`config.mk`:
```
export PLATFORM = sky130hd
export DESIGN_NAME = dq_ctrl
export DESIGN_NICKNAME = d
export VERILOG_FILES = /design/src/rtl/dq_pkg.sv /design/src/rtl/dq_ctrl.sv
export SDC_FILE = /design/constraint.sdc
export NUM_CORES = 1
export LEC_CHECK = 0
export BUFFER_PORTS_ARGS = -buffer_cell sky130_fd_sc_hd__buf_2
export CAP_MARGIN = 25
export CORE_AREA = 2 2 39 41
export CTS_BUF_LIST = sky130_fd_sc_hd__clkbuf_4 sky130_fd_sc_hd__clkbuf_8
export DETAILED_ROUTE_END_ITERATION = 6
export DIE_AREA = 0 0 41 43
export PLACE_DENSITY = 0.44
export REMOVE_ABC_BUFFERS = 1
export SLEW_MARGIN = 20
export SYNTH_ARGS = -nofsm -noshare
export SYNTH_HDL_FRONTEND = slang
export SYNTH_SLANG_ARGS = --single-unit
```
`constraint.sdc`:
```
create_clock -name i_clk -period 2.78 [get_ports i_clk]
set_clock_uncertainty 0.05 [all_clocks]
set_input_delay 0.139 -clock i_clk [delete_from_list [all_inputs] [get_ports i_clk]]
set_output_delay 0.139 -clock i_clk [all_outputs]
set_load 0.05 [all_outputs]
```
`src/rtl/dq_pkg.sv`:
```
// shared types and constants of the double-ended queue
package dq_pkg;

    localparam int WORD_W = 32;
    localparam logic signed [WORD_W-1:0] NONE_WORD = -32'sd1;

    typedef enum logic [2:0] {
        MODE_QUERY      = 3'd0,
        MODE_PUSH_FRONT = 3'd1,
        MODE_PUSH_BACK  = 3'd2,
        MODE_POP_FRONT  = 3'd3,
        MODE_POP_BACK   = 3'd4
    } t_mode;

    typedef enum logic [1:0] {
        ST_DONE  = 2'd0,
        ST_EMPTY = 2'd1,
        ST_FULL  = 2'd2
    } t_status;

    // controller to datapath
    typedef struct packed {
        logic capture;
        logic exec;
        logic rd_front;
        logic rd_back;
        logic load;
    } t_dp_cmd;

    // datapath to controller
    typedef struct packed {
        logic empty;
    } t_dp_stat;

endpackage

```
`src/rtl/dq_ctrl.sv`:
```
// sequencer of one queue operation and the result handshake
module dq_ctrl (
    input  logic             i_clk,
    input  logic             i_rst_n,
    input  logic             i_in_valid,
    output logic             o_in_ready,
    output logic             o_out_valid,
    input  logic             i_out_ready,
    output dq_pkg::t_dp_cmd  o_cmd,
    input  dq_pkg::t_dp_stat i_stat
);
    typedef enum logic [2:0] {
        S_IDLE,
        S_EXEC,
        S_RD_FRONT,
        S_RD_BACK,
        S_LOAD
    } t_state;

    t_state r_state;
    t_state n_state;
    logic   r_out_valid;
    logic   w_load;

    assign o_in_ready  = (r_state == S_IDLE);
    assign o_out_valid = r_out_valid;
    // result register is free or being emptied this cycle
    assign w_load      = (r_state == S_LOAD) && (!r_out_valid || i_out_ready);

    always_comb begin
        n_state = r_state;
        case (r_state)
            S_IDLE: begin
                if (i_in_valid) begin
                    n_state = S_EXEC;
                end
            end
            S_EXEC: begin
                n_state = S_RD_FRONT;
            end
            S_RD_FRONT: begin
                // no end words to fetch once the queue is empty
                n_state = i_stat.empty ? S_LOAD : S_RD_BACK;
            end
            S_RD_BACK: begin
                n_state = S_LOAD;
            end
            S_LOAD: begin
                if (w_load) begin
                    n_state = S_IDLE;
                end
            end
            default: begin
                n_state = S_IDLE;
            end
        endcase
    end

    always_comb begin
        o_cmd.capture  = i_in_valid && o_in_ready;
        o_cmd.exec     = (r_state == S_EXEC);
        o_cmd.rd_front = (r_state == S_RD_FRONT);
        o_cmd.rd_back  = (r_state == S_RD_BACK);
        o_cmd.load     = w_load;
    end

    always_ff @(posedge i_clk) begin
        if (!i_rst_n) begin
            r_state     <= S_IDLE;
            r_out_valid <= 1'b0;
        end else begin
            r_state <= n_state;
            if (i_out_ready) begin
                r_out_valid <= 1'b0;
            end
            if (w_load) begin
                r_out_valid <= 1'b1;
            end
        end
    end

    a_accept_exec: assert property (@(posedge i_clk) disable iff (!i_rst_n)
        (i_in_valid && o_in_ready) |=> r_state == S_EXEC)
        else $error("accepted request not executed");

    a_valid_from_load: assert property (@(posedge i_clk) disable iff (!i_rst_n)
        $rose(r_out_valid) |-> $past(w_load))
        else $error("result raised without a load");

    a_load_idle: assert property (@(posedge i_clk) disable iff (!i_rst_n)
        w_load |=> (r_state == S_IDLE && r_out_valid))
        else $error("load did not finish the operation");
endmodule

```
Word-level counts from Yosys, hierarchy flattened

Cells that the tools add are included.

Flip-flop bits (word level): 4
Latch bits: 0
Memory bits (writable): 0
ROM bits: 0
Output and inout port bits: 7
Logic and storage cells: 21
Memories: 0

Add/subtract/negate cells: 0
Multiply operators: 0
Div/mod/pow operators: 0
Magnitude comparators: 0
Equality and inequality tests: 6
Shift operators: 0
Muxes and demuxes: 6
Bitwise operators: 0
Reduce and logical (&&, ||, !) cells: 7

Operators with widths:

| cell               | number |
|---|---|
| $pmux 3 s5         | 1 |
| $mux 3             | 3 |
| $eq 3x2->1 const B | 2 |
| $ne 2x2->1 const B | 2 |
| $eq 3x1->1 const B | 1 |
| $eq 3x3->1 const B | 1 |
| $logic_not 3->1    | 1 |
| $logic_and 1x1->1  | 2 |
| $mux 1             | 2 |
| $reduce_and 2->1   | 1 |
| $reduce_bool 2->1  | 1 |
| $logic_not 1->1    | 1 |
| $logic_or 1x1->1   | 1 |

Logic depth before layout (Yosys ltp)

Depth after elaboration: 5
Depth in mapped cells: 3

Worst setup path after synthesis

OpenSTA, ideal clock, no wires.

Path type: register to output
Start point: register r_state[0]
End point: output port o_cmd[4] in the netlist's numbering
Arrival: 2043 ps
Required time: 2591 ps
Path slack: 548 ps
Stages on the path, launching flop included: 3
Path buffers: 0
Cell sequence: dfxtp_1 -> nor3_1 -> and2_1

RTL lines:

| what                   | line          | text |
|---|---|---|
| start, declared        | dq_ctrl.sv:20 | `t_state r_state;` |
| start signal, assigned | dq_ctrl.sv:72 | `r_state <= n_state;` |
| end, declared          | dq_ctrl.sv:9  | `output dq_pkg::t_dp_cmd o_cmd,` |

==> results.yml <==
power:
  p_total_mw: 0.182
  peakVddDrop_mv: 0.112
  power_density_nw_per_um2: 580
  p_leak_nw: 0.143
place:
  port_buffers: 11
  gp_congestion: 0.585
  worst_slack_at_placement_ns: 1.45
  place_hpwl_um: 350
  post-place-cells: 53
synthesis:
  post_synthesis_sequential_area_ratio_pct: 35.8
  synth-seq-cells: 4
  synthesis.area_um2: 224
  synthDistinctLibCells: 16
  yosys_warnings: 0
  post_synth_inst_count: 27
  syn_avg_cell_area_um2: 8.30
floorplan:
  die_width_um: 41
  floorplan.io_pins: 12
  floorplan.initialDensity_pct: 16.2
  rows: 14
  die_area_um2: 1760
  placeableCoreArea_um2: 1380
  die_h_um: 43
global_routing:
  grt_pass1_vias: 177
  overflow: 0
  grt_start_max_net_pins: 9
  grt.total_usage_pct: 6.44
  initial_antenna_violation_count: 0
  grt_first_pass_wirelength_um: 683
final_layout:
  drive_above_1_share_pct: 40.0
  syn2layout_area_growth_pct: 40.2
  fin_nets: 47
  insertedDiodeCount: 0
  post_layout_nonfiller_instances: 56
route:
  detailed_route_wire_length_per_cell_um: 7.61
  routed_vias_inst: 3.75
  vias: 210
  drt_first_pass_iters: 2
  initialDrtViolationCount: 1
  ant_nets: 0
  postRouteWirelength_um: 426
  remaining_drc_errors: 0
timing:
  layout_worst_path_cycle_share_pct: 56.2
  final-max-slew-violation-count: 0
  worst_slew_margin_rel_pct: 84.0
  pin_slew_with_the_least_headroom_to_its_limit_ns: 0.240
  timing.final.crit_period_ns: 1.56
  max_freq_mhz: 640
  setup_repair_after_global_routing_missed_its_margin: "no"
  hold_violation_count_in_the_final_report: 0
  finish_stage_setup_viols: 0
  fin_setup_tns_ns: 0
  fin_ws_ns: 1.22
cts:
  cts-buffers-inserted: 3
  count_of_clock_tree_sinks: 4
  cts.clk_slew.worst_paths_ns: 0.04
  post_cts_hold_buffer_count: 0
  clock_tree_from_tritoncts: "built"
  post_cts_setup_repair_buffer_count: 0
  clkLatencyLatePin_ns: 0.23
  clockBufferDepth: 2
  clockRootBuffer: "clkbuf_4"
  postCtsResizedCells: 0
  cts_max_level: 1
setup_path:
  worst-endpoint-required_ns: 2.59
  timing.critical_path.from_type: "flop"
  timing.critical_path.buf_inv: 1
  worst_ep_arrival_time_ns: 1.37
  critical_path.top_delay_family: "simple AND/OR/NAND/NOR gates"
  reg2regPathDepth: 2
  cp_slowest_stage_delay_ns: 0.41
  crit_path_end_kind: "output port"
  critical_path_depth: 3
  critical_path_class: "reg -> out"
  worst_path_cell_trace: "or3b_4, nor2b_1, buf_2"
  path_max_fanout: 8
  critical_path.slowest_cell: "or3b_4"
hold_path:
  hp-class: "in -> reg"
  min_path_cells: 3
run_status:
  outcome: "complete, no violations"
job:
  max_cap_viol_count: 0
==> placed cells by master, fill, tap and decap left out <==
| master | Yosys | final |
|---|---|---|
| a211oi_1 | 1 | 1 |
| a21oi_1 | 1 | 1 |
| a21oi_2 | 1 | 1 |
| and2_1 | 1 | 1 |
| buf_2 | 0 | 11 |
| clkbuf_4 | 0 | 3 |
| dfxtp_1 | 4 | 4 |
| inv_1 | 2 | 2 |
| nand2b_1 | 5 | 5 |
| nand3b_1 | 1 | 1 |
| nor2_1 | 4 | 4 |
| nor2b_1 | 1 | 1 |
| nor3_1 | 1 | 1 |
| o32ai_1 | 1 | 1 |
| or2b_1 | 1 | 1 |
| or3b_1 | 1 | 1 |
| or3b_4 | 1 | 1 |
==> Yosys cell counts <==
master,count,area [um^2]
and2_1,1,6.26
nor3_1,1,5.00
nor2_1,4,15.0
o32ai_1,1,8.76
or2b_1,1,7.51
nand2b_1,5,31.3
nor2b_1,1,6.26
a21oi_1,1,5.00
or3b_4,1,11.3
dfxtp_1,4,80.1
inv_1,2,7.51
nand3b_1,1,7.51
buf_4,1,7.51
a21oi_2,1,8.76
a211oi_1,1,7.51
or3b_1,1,8.76
==> report_power, final <==
| group | switching, mW | total (mW) | internal (mW) |
|---|---|---|---|
| logic | 0.0336 | 0.0472 | 0.0136 |
| registers | 0.00427 | 0.0649 | 0.0606 |
| clock network | 0.0217 | 0.0699 | 0.0482 |
==> worst paths after layout <==
| path | start | end | slack [ns] |
|---|---|---|---|
| worst max-delay path | r_state[0] | o_cmd[0] | 1.22 |
| worst min-delay path | i_rst_n | o_out_valid | 0.14 |
| worst max register to register | r_state[1] | r_state[1] | 1.74 |
| worst min register to register | o_out_valid | o_out_valid | 0.45 |
==> area by class of cell <==
cell class | instances | area (um^2)
Clock buffer | 3 | 22.5
Fill cell | 153 | 1070
Inverter | 2 | 7.51
Multi-Input combinational cell | 20 | 129
Sequential cell | 4 | 80.1
Tap cell | 16 | 20.0
Timing Repair Buffer | 11 | 55.1
==> worst reg2reg max path: stages (launching register included) <==
cell	delay [ns]
dfxtp_1	0.40
or3b_1	0.36
a21oi_1	0.15
==> stage by stage <==
step / cell area, um^2 / utilization (%) / hold slack (ns)
floorplan: 216 / - / 0.229
global placement: 292 / 21.1 / 0.375
detailed placement: 292 / 21.1 / 0.376
CTS: 314 / 22.7 / 0.127
global route: 314 / 22.7 / 0.142
finish: 314 / 22.7 / 0.135
==> routing by layer <==
metal | vias up | global-route usage, % | share of wire, %
li1 | 118 | - | -
met1 | 85 | 7.12 | 48
met2 | 7 | 7.50 | 44
met3 | 0 | 3.14 | 8.0
met4 | 0 | 8.00 | 0
met5 | - | 0 | 0
==> logic make-up after synthesis <==
logic type / share of synthesized area (%)
AOI/OAI and AO/OA: 13.4
buffers and inverters: 6.71
DFF: 35.8
and+or+nand+nor: 44.1
==> flip-flops by register name, indices dropped and copies added (netlist names) <==
signal	count
o_out_valid	1
r_state	3
(Power assumes the default switching activity.)
